$ cat config.mk
export PLATFORM = sky130hd
export DESIGN_NAME = glyph_bitmap_rle_decoder
export DESIGN_NICKNAME = d
export VERILOG_FILES = /design/src/rtl/gbrd_pkg.sv /design/src/rtl/glyph_bitmap_rle_decoder.sv
export SDC_FILE = /design/constraint.sdc
export NUM_CORES = 1
export LEC_CHECK = 0
export ABC_AREA = 0
export BUFFER_PORTS_ARGS = -buffer_cell sky130_fd_sc_hd__buf_2
export CAP_MARGIN = 25
export CORE_ASPECT_RATIO = 1.25
export CORE_MARGIN = 2
export CORE_UTILIZATION = 60
export CTS_BUF_LIST = sky130_fd_sc_hd__clkbuf_16
export DETAILED_ROUTE_END_ITERATION = 8
export GPL_TIMING_DRIVEN = 0
export HOLD_SLACK_MARGIN = 0.12
export PLACE_DENSITY = 0.8
export RECOVER_POWER = 25
export SKIP_CTS_REPAIR_TIMING = 1
export SLEW_MARGIN = 30
export SYNTH_ARGS = -nofsm -noshare
export SYNTH_HDL_FRONTEND = slang
export SYNTH_SLANG_ARGS = --single-unit
$ cat constraint.sdc
create_clock -name clk -period 8.8 [get_ports clk]
set_clock_uncertainty 0.05 [all_clocks]
set_input_delay 1.76 -clock clk [delete_from_list [all_inputs] [get_ports clk]]
set_output_delay 1.76 -clock clk [all_outputs]
set_load 0.005 [all_outputs]
$ cat src/rtl/gbrd_pkg.sv
// Shared constants and widths for the glyph bitmap run-length decoder.
package gbrd_pkg;

	localparam int unsigned CODE_W  = 8;
	localparam int unsigned SIDE_W  = 11;
	localparam int unsigned POS_W   = 21;
	localparam int unsigned INDEX_W = 20;
	localparam int unsigned PROD_W  = 2 * SIDE_W;

	localparam logic [CODE_W-1:0] ESCAPE_CODE = 8'h41;
	localparam logic [CODE_W-1:0] RUN_BIAS    = 8'h40;

	// Largest pixel count a glyph can hold.
	localparam logic [POS_W-1:0] TOTAL_CAP = 21'h10_0000;

	localparam logic FMT_ESCAPE = 1'b0;
	localparam logic FMT_BIASED = 1'b1;

endpackage

$ cat src/rtl/glyph_bitmap_rle_decoder.sv
// Top level of the glyph bitmap run-length decoder.
//
// The block takes one compressed code byte per transfer on the input channel
// (in_valid / in_ready) and gives at most one pixel run per byte on the output
// channel (out_valid / out_ready). A run names its pixel value, the linear
// index of its first pixel, its length, whether it was cut at the end of the
// glyph, and whether it fills the last pixel of the glyph. The first byte of
// a glyph carries glyph_start with the glyph's width and height.
// The format register (cfg_write_en / cfg_write_data) picks escape-plus-length
// runs (0) or biased run codes (1); the user must write it only while the
// block idles, which the block does not enforce. An input transfer registers
// the byte with the clamped width times height product in the first stage; the
// second stage then decodes it against the running glyph state and loads the
// output register. Throughput is one byte per cycle unless the receiver
// stalls; the decode state is a loop through the second stage, so every byte
// sees the state left by the byte before it. Bytes that give no run (escapes,
// zero counts, bytes after a glyph is complete) pass through without a result.
// Reset clears both stage valids, the glyph state and sets the format to 1.
// When the receiver stalls, the output register holds its run, both stages
// hold, and in_ready drops once the first stage is occupied.
module glyph_bitmap_rle_decoder
	import gbrd_pkg::*;
#(
	parameter int unsigned MAX_SIDE = 1024
) (
	input  logic                clk,
	input  logic                arst_n,
	input  logic                cfg_write_en,
	input  logic                cfg_write_data,
	input  logic                in_valid,
	output logic                in_ready,
	input  logic [CODE_W-1:0]   code_byte,
	input  logic                glyph_start,
	input  logic [SIDE_W-1:0]   glyph_width,
	input  logic [SIDE_W-1:0]   glyph_height,
	output logic                out_valid,
	input  logic                out_ready,
	output logic [CODE_W-1:0]   pixel_value,
	output logic [INDEX_W-1:0]  start_index,
	output logic [CODE_W-1:0]   run_count,
	output logic                run_clipped,
	output logic                glyph_done
);

	// A side can never exceed what the port can carry, so the limit is
	// folded down to the port width at elaboration.
	localparam int unsigned SIDE_MAX_IN = (1 << SIDE_W) - 1;
	localparam int unsigned SIDE_LIM_I  = (MAX_SIDE > SIDE_MAX_IN) ? SIDE_MAX_IN : MAX_SIDE;
	localparam logic [SIDE_W-1:0] SIDE_LIM = SIDE_LIM_I[SIDE_W-1:0];

	// Configuration.
	logic format_version_q;

	// First stage.
	logic                v_s1;
	logic [CODE_W-1:0]   code_s1;
	logic                start_s1;
	logic [POS_W-1:0]    total_s1;

	// Glyph state.
	logic                esc_q;
	logic [CODE_W-1:0]   last_q;
	logic [POS_W-1:0]    pos_q;
	logic [POS_W-1:0]    total_q;

	// Output register.
	logic                out_valid_q;
	logic [CODE_W-1:0]   pix_q;
	logic [INDEX_W-1:0]  idx_q;
	logic [CODE_W-1:0]   cnt_q;
	logic                clip_q;
	logic                done_q;

	logic                advance;
	logic [SIDE_W-1:0]   w_clamp;
	logic [SIDE_W-1:0]   h_clamp;
	logic [PROD_W-1:0]   area;
	logic [POS_W-1:0]    area_sat;

	logic                esc_eff;
	logic [CODE_W-1:0]   last_eff;
	logic [POS_W-1:0]    pos_eff;
	logic [POS_W-1:0]    total_eff;
	logic                active;
	logic                is_run_code;
	logic                is_escape;
	logic                emit;
	logic                literal;
	logic [CODE_W-1:0]   run_len;
	logic [CODE_W-1:0]   value;
	logic [POS_W-1:0]    remain;
	logic                clip;
	logic [CODE_W-1:0]   count;
	logic [POS_W-1:0]    pos_next;

	assign advance  = !out_valid_q || out_ready;
	assign in_ready = !v_s1 || advance;

	always_ff @(posedge clk or negedge arst_n) begin
		if (!arst_n) begin
			format_version_q <= FMT_BIASED;
		end else if (cfg_write_en) begin
			format_version_q <= cfg_write_data;
		end
	end

	// Glyph area: each side saturated, then the product saturated.
	always_comb begin
		w_clamp  = (glyph_width  > SIDE_LIM) ? SIDE_LIM : glyph_width;
		h_clamp  = (glyph_height > SIDE_LIM) ? SIDE_LIM : glyph_height;
		area     = PROD_W'(w_clamp) * PROD_W'(h_clamp);
		area_sat = (area > PROD_W'(TOTAL_CAP)) ? TOTAL_CAP : area[POS_W-1:0];
	end

	always_ff @(posedge clk or negedge arst_n) begin
		if (!arst_n) begin
			v_s1 <= 1'b0;
		end else if (in_ready) begin
			v_s1 <= in_valid;
		end
	end

	always_ff @(posedge clk) begin
		if (in_ready && in_valid) begin
			code_s1  <= code_byte;
			start_s1 <= glyph_start;
			total_s1 <= area_sat;
		end
	end

	// Decode of the byte in the first stage against the glyph state.
	always_comb begin
		esc_eff   = start_s1 ? 1'b0 : esc_q;
		last_eff  = start_s1 ? '0 : last_q;
		pos_eff   = start_s1 ? '0 : pos_q;
		total_eff = start_s1 ? total_s1 : total_q;
		active    = pos_eff < total_eff;

		is_escape   = (format_version_q == FMT_ESCAPE) && (code_s1 == ESCAPE_CODE);
		is_run_code = (format_version_q == FMT_BIASED) && (code_s1 >= ESCAPE_CODE);

		if (esc_eff) begin
			run_len = code_s1;
			value   = last_eff;
			emit    = code_s1 != '0;
			literal = 1'b0;
		end else if (is_run_code) begin
			run_len = code_s1 - RUN_BIAS;
			value   = last_eff;
			emit    = 1'b1;
			literal = 1'b0;
		end else begin
			run_len = CODE_W'(1);
			value   = code_s1;
			emit    = !is_escape;
			literal = !is_escape;
		end

		remain   = total_eff - pos_eff;
		clip     = POS_W'(run_len) > remain;
		count    = clip ? remain[CODE_W-1:0] : run_len;
		pos_next = pos_eff + POS_W'(count);
	end

	always_ff @(posedge clk or negedge arst_n) begin
		if (!arst_n) begin
			esc_q   <= 1'b0;
			last_q  <= '0;
			pos_q   <= '0;
			total_q <= '0;
		end else if (v_s1 && advance) begin
			total_q <= total_eff;
			if (active) begin
				esc_q  <= !esc_eff && is_escape;
				last_q <= literal ? code_s1 : last_eff;
				pos_q  <= emit ? pos_next : pos_eff;
			end else begin
				esc_q  <= esc_eff;
				last_q <= last_eff;
				pos_q  <= pos_eff;
			end
		end
	end

	always_ff @(posedge clk or negedge arst_n) begin
		if (!arst_n) begin
			out_valid_q <= 1'b0;
		end else if (advance) begin
			out_valid_q <= v_s1 && active && emit;
		end
	end

	always_ff @(posedge clk) begin
		if (advance && v_s1 && active && emit) begin
			pix_q  <= value;
			idx_q  <= pos_eff[INDEX_W-1:0];
			cnt_q  <= count;
			clip_q <= clip;
			done_q <= pos_next >= total_eff;
		end
	end

	assign out_valid   = out_valid_q;
	assign pixel_value = pix_q;
	assign start_index = idx_q;
	assign run_count   = cnt_q;
	assign run_clipped = clip_q;
	assign glyph_done  = done_q;

	// The position never passes the glyph's pixel total.
	a_pos_in_glyph: assert property (@(posedge clk) disable iff (!arst_n)
		pos_q <= total_q)
		else $error("pixel position beyond glyph total");

	// A delivered run always covers at least one pixel.
	a_run_nonzero: assert property (@(posedge clk) disable iff (!arst_n)
		out_valid_q |-> (cnt_q != '0))
		else $error("empty run delivered");

	// A clipped run always ends the glyph.
	a_clip_done: assert property (@(posedge clk) disable iff (!arst_n)
		(out_valid_q && clip_q) |-> done_q)
		else $error("clipped run without glyph completion");

	// A finished run is held while the receiver stalls.
	a_hold_stall: assert property (@(posedge clk) disable iff (!arst_n)
		(out_valid_q && !out_ready) |=> (out_valid_q && $stable(idx_q)))
		else $error("stalled run changed");

endmodule

---- Word level (Yosys, flattened, before mapping) ----
Cells that the tools add are included.
cells by class
  add/subtract/negate cells ............... 3
  multiply operators ...................... 1
  divide/modulo/power cells ............... 0
  $lt $le $gt $ge ......................... 7
  equality and inequality tests ........... 1
  shift operators ......................... 0
  mux-type cells .......................... 20
  bitwise gates (word level) .............. 1
  reduce and logical (&&, ||, !) cells .... 16
operator list
  kind                                                                                number
  21-bit 2-to-1 mux                                                                   4
  8-bit 2-to-1 mux                                                                    8
  11-bit greater-than comparator (second input constant)                              2
  22-bit by 21-bit greater-than comparator with 1-bit output (second input constant)  1
  11-bit by 11-bit multiplier with 22-bit output                                      1
  11-bit 2-to-1 mux                                                                   2
  21-bit by 8-bit adder with 21-bit output                                            1
  21-bit >= comparator                                                                1
  8-bit by 21-bit greater-than comparator with 1-bit output                           1
  21-bit < comparator                                                                 1
  21-bit subtractor                                                                   1
  1-bit logical AND                                                                   9
  8-bit by 7-bit equality test with 1-bit output (second input constant)              1
  8-bit by 7-bit >= comparator with 1-bit output (second input constant)              1
  8-bit nonzero test                                                                  1
  8-bit by 7-bit subtractor with 8-bit output (second input constant)                 1
  1-bit 2-to-1 mux                                                                    6
  1-bit zero test                                                                     4
  1-bit logical OR                                                                    2
  1-bit inverter                                                                      1
word-level totals
  bits in registers ....................... 122
  bits in latches ......................... 0
  memory bits (writable) .................. 0
  memory bits (read-only) ................. 0
  input bits .............................. 37
  output and inout port bits .............. 40
  word-level logic and storage cells ...... 64
  memories ................................ 0

---- Longest topological paths before layout ----
  word-level depth ........................ 9
  gate-level depth with buffers ........... 42
  depth with buffers taken out ............ 35

---- Worst setup path before layout ----
Ideal clock, no wire load.
  path type ............................... register to register
  start ................................... register start_s1
  end ..................................... register done_q (netlist: glyph_done), data pin
  library setup time ...................... 0.266 ns
  data arrival time ....................... 7.578 ns
  path slack .............................. 0.906 ns
  stages on the path, launching flop included .. 41
  path buffers ............................ 6
  clock period less this slack ............ 7.894 ns
  cell sequence ........................... edfxtp_1 > buf_6 > buf_6 > buf_6 > clkbuf_1 > clkbuf_1 > mux2i_1 > inv_1 > ha_1 > nor2b_1 > o21a_1 > o2111ai_1 > nand2_1 > a21oi_1 > xor2_1 > ha_1 > nand4_1 > nor2_1 > [5 not listed] > buf_6 > mux2i_1 > ha_1 > fa_1 > a21o_1 > a21oi_1 > nor2b_1 > o21ai_0 > a2111oi_1 > and2_0 > nand2_1 > nand2_1 > o21ai_0 > ha_1 > a21o_1 > a21o_1 > a221oi_1 > o211ai_1
between the ends
  cells in the longest elaborated chain, start to end .. 6
  elaborated cells between the ends (all ways) .. 9
RTL lines
  what                                                       RTL line                         RTL
  start, declared                                            glyph_bitmap_rle_decoder.sv:57   logic start_s1;
  start signal, assigned                                     glyph_bitmap_rle_decoder.sv:126  start_s1 <= glyph_start;
  21-bit 2-to-1 mux                                          glyph_bitmap_rle_decoder.sv:136  total_eff = start_s1 ? total_s1 : total_q;
  net total_eff[1]                                           glyph_bitmap_rle_decoder.sv:83   logic [POS_W-1:0] total_eff;
  21-bit subtractor                                          glyph_bitmap_rle_decoder.sv:159  remain = total_eff - pos_eff;
  8-bit by 21-bit greater-than comparator with 1-bit output  glyph_bitmap_rle_decoder.sv:160  clip = POS_W'(run_len) > remain;
  8-bit 2-to-1 mux                                           glyph_bitmap_rle_decoder.sv:161  count = clip ? remain[CODE_W-1:0] : run_len;
  net count[0]                                               glyph_bitmap_rle_decoder.sv:93   logic [CODE_W-1:0] count;
  21-bit by 8-bit adder with 21-bit output                   glyph_bitmap_rle_decoder.sv:162  pos_next = pos_eff + POS_W'(count);
  21-bit >= comparator                                       glyph_bitmap_rle_decoder.sv:199  done_q <= pos_next >= total_eff;
  end signal, assigned                                       glyph_bitmap_rle_decoder.sv:199
  end, declared                                              glyph_bitmap_rle_decoder.sv:72   logic done_q;
The timed path passes the listed nets, and every way through them passes these cells.
A chain may end at the register's enable or synchronous reset.

---- Final worst setup path ----
  start ................................... input glyph_width[10]
  end ..................................... register total_s1[5], data pin
between the ends
  cells in the longest elaborated chain, start to end .. 4
RTL lines
  what                                                        RTL line                         RTL
  start, declared                                             glyph_bitmap_rle_decoder.sv:34   input logic [SIDE_W-1:0] glyph_width,
  11-bit greater-than comparator                              glyph_bitmap_rle_decoder.sv:109  w_clamp = (glyph_width > SIDE_LIM) ? SIDE_LIM : glyph_width;
  11-bit 2-to-1 mux *                                         glyph_bitmap_rle_decoder.sv:109
  11-bit by 11-bit multiplier with 22-bit output *            glyph_bitmap_rle_decoder.sv:111  area = PROD_W'(w_clamp) * PROD_W'(h_clamp);
  22-bit by 21-bit greater-than comparator with 1-bit output  glyph_bitmap_rle_decoder.sv:112  area_sat = (area > PROD_W'(TOTAL_CAP)) ? TOTAL_CAP : area[POS_W-1:0];
  end signal, assigned                                        glyph_bitmap_rle_decoder.sv:127  total_s1 <= area_sat;
  end, declared                                               glyph_bitmap_rle_decoder.sv:58   logic [POS_W-1:0] total_s1;
Every way passes the cells marked *; elsewhere a longest branch is shown, timed or not.

==> results.ini <==
[route]
remaining_drc_errors = 0
wirelength_um = 32200
vias = 10400
dr.pass1.iters = 5
first_iter_violations = 699
drtAntennaViolNets = 0
via_per_inst = 5.99
detail_route.wl_per_cell_um = 18.6

[logic_synthesis]
synth_flop_cell = edfxtp_1
synth_top_cell_by_area = edfxtp_1
synth_top_area_share = 0.168
synth_cell_type_count = 76
synthesis.nets = 1586
synthCells = 1350
async_flop_share = 0.443
syn_area_per_cell_um2 = 9.02
ys_seq_area_frac = 0.279
synth_area_um2 = 12200
synth_seq_cells = 122
synth_edf_count = 68
synth_common_cells = nand2_1 (196), inv_1 (152), ha_1 (117)
synth_area_leaders = edfxtp_1 (17%), fa_1 (13%), ha_1 (12%)
synth_most_common_cell = nand2_1
ys.warnings.count = 0

[global_routing]
grt.overflow.total = 0
grtUsageMet1 = 0.329
grt_pass1_wl_um = 51400
grt_pass1_vias = 10500
antenna_found_initial = 0
met3_usage = 0.0301
grt_use_met2 = 0.569
grt_use_total = 0.303
grt_max_degree = 55
grt.busiest_layer = met2

[clock_network]
tritoncts = done
clock_latency_ps = 420
path_clk_slew_ps = 60
cts-buffers-inserted = 17
clockBufferDepth = 2
cts-htree-levels = 4
clock_sinks = 122
cts_root_buffer = clkbuf_16

[run_status]
status = finished, violations left
violations = capacitance limit, slew limit

[die]
die_h_um = 163
fp.dieW_um = 131
rows = 58
die_area_um2 = 21500
start_util = 0.608
core_um2 = 20000
io_pins = 77

[cells_and_area]
syn2layout_area_growth_pct = 12.7
antenna_cells = 0
drive_above_1_share = 0.117
final_cells = 1733
nFillCells = 1614
nets = 1686

[power_and_ir_drop]
power.leakage_nw = 6.52
power_mw = 3.52
vdd_ir_drop_max_mv = 0.127
powerDensity_nw_per_um2 = 256

[sta]
tightest_slew_ps = 3050
drv_slew = 55
max-slew-margin-rel = -1.03
fmax_ghz = 0.116
setup_viol = 0
fin_crit_sh = 0.977
rsz0062_at_grt = true
hold_viol = 0
period_needed_ps = 8600
whs_ps = 437

[placed_design]
port_buffers = 75
dp.cells = 1696
place_hpwl_um = 25800
place_congestion = 1.00

[worst_setup_path]
r2r_slack_ps = 380
crit_path_frequent_cell = fa_1
cp-end-kind = register
required_ps = 8920
arrival_ps = 8720
criticalPathCategory = in -> reg
cp_max_fo = 10
slowest_stage = fa_1
path_delay_family = adder cells
cpPeakStageDelay_ps = 550
cp_num_buf_inv = 7
path_cells = buf_2 > buf_1 > clkbuf_2 > nor2b_2 > nand2_1 > fa_1 > fa_1 > inv_1 > fa_1 > inv_1 > fa_1 > inv_1 > fa_1 > ha_1 > and3_1 > a221oi_1 > o31ai_2 > a21boi_0 > o21bai_1 > a21oi_1 > xor2_1 > nand4b_1 > clkbuf_1 > a211oi_1
start_kind = input port

[run]
cap_viol_max_count = 1

[worst_hold_path]
hold_class = reg -> reg

## power by group
group          switching, mW  internal [mW]  total (mW)
Combinational           1.12          0.735        1.86
Clock                  0.299          0.429       0.729
Sequential             0.104          0.828       0.932
## per-stage QoR
| stage | TNS [ps] | instance area [µm²] | util | setup slack [ps] |
|---|---|---|---|---|
| 6_report | 0 | 13700 | 0.686 | 199 |
| 5_1_grt | -80.9 | 13700 | 0.686 | -44.2 |
| 4_1_cts | -1590 | 13500 | 0.676 | -1060 |
| 3_5_place_dp | -6740 | 12900 | 0.646 | -1020 |
| 3_3_place_gp | -6460 | 12900 | 0.644 | -1270 |
| 2_1_floorplan | 0 | 12200 | - | 906 |
## layer usage
| layer | vias to the layer above | wire length, µm |
|---|---|---|
| met2 | 412 | 16800 |
| met4 | 0 | 1990 |
| met1 | 5014 | 11900 |
| li1 | 4828 | - |
| met5 | - | 0 |
| met3 | 124 | 1520 |
## path summary, 6_finish.rpt
check                                      start                        end  cells past startpoint
min in group asynchronous                 arst_n       pos_q[2]$_DFFE_PN0P_                      1
max in group asynchronous                 arst_n      pos_q[14]$_DFFE_PN0P_                      1
min                        pos_q[10]$_DFFE_PN0P_      pos_q[10]$_DFFE_PN0P_                      1
min reg2reg                pos_q[10]$_DFFE_PN0P_      pos_q[10]$_DFFE_PN0P_                      1
max reg2reg                   start_s1$_DFFE_PP_       glyph_done$_DFFE_PP_                     41
max                              glyph_width[10]  total_s1[5]$_SDFFCE_PN0P_                     24
## sequential cells by signal (all words and copies together), names as in the netlist
| signal | flops |
|---|---|
| format_version_q | 1 |
| run_count | 8 |
| start_index | 20 |
| run_clipped | 1 |
| pos_q | 21 |
| out_valid | 1 |
| esc_q | 1 |
| total_s1 | 21 |
| last_q | 8 |
| start_s1 | 1 |
| code_s1 | 8 |
| v_s1 | 1 |
| total_q | 21 |
| glyph_done | 1 |
| pixel_value | 8 |
## layout make-up
type | count | area, µm² | share of cell area
buffer | 53 | 259 | 0.0189
clock buffer | 17 | 425 | 0.0310
clock inverter | 15 | 179 | 0.0130
inverter | 152 | 571 | 0.0415
multi-input combinational | 1023 | 8130 | 0.592
sequential | 122 | 3390 | 0.247
tap | 270 | 338 | 0.0246
timing repair buffer | 81 | 437 | 0.0318
## logic make-up after synthesis
group,Yosys count,synth area share
multiplexers,36,0.0302
buffers and inverters,205,0.0659
AND/OR/NAND/NOR,493,0.200
adder cells (fa/ha/maj),200,0.256
AO/OA/AOI/OAI,247,0.136
XOR/XNOR,47,0.0338
flip-flops,122,0.279
## cell usage in the layout (no fill, tap or decap), types with 7 or more instances in the layout
cell / count
ha_1: 117
inv_1: 152
a21o_1: 28
nand3b_1: 8
clkbuf_16: 17
xnor2_1: 29
a211oi_1: 16
or2_2: 8
nor2b_1: 42
edfxtp_1: 68
dfrtp_1: 53
o21a_1: 12
a21oi_1: 46
xor2_1: 18
o21ai_0: 70
clkbuf_1: 37
a31oi_1: 8
mux2i_1: 29
a21boi_0: 7
and2_1: 20
fa_1: 82
nand2_1: 196
and3_1: 12
nand2b_1: 26
nor2_1: 80
nor3_1: 21
nand3_1: 15
buf_2: 77
nand4_1: 18
(Power assumes the default switching activity.)
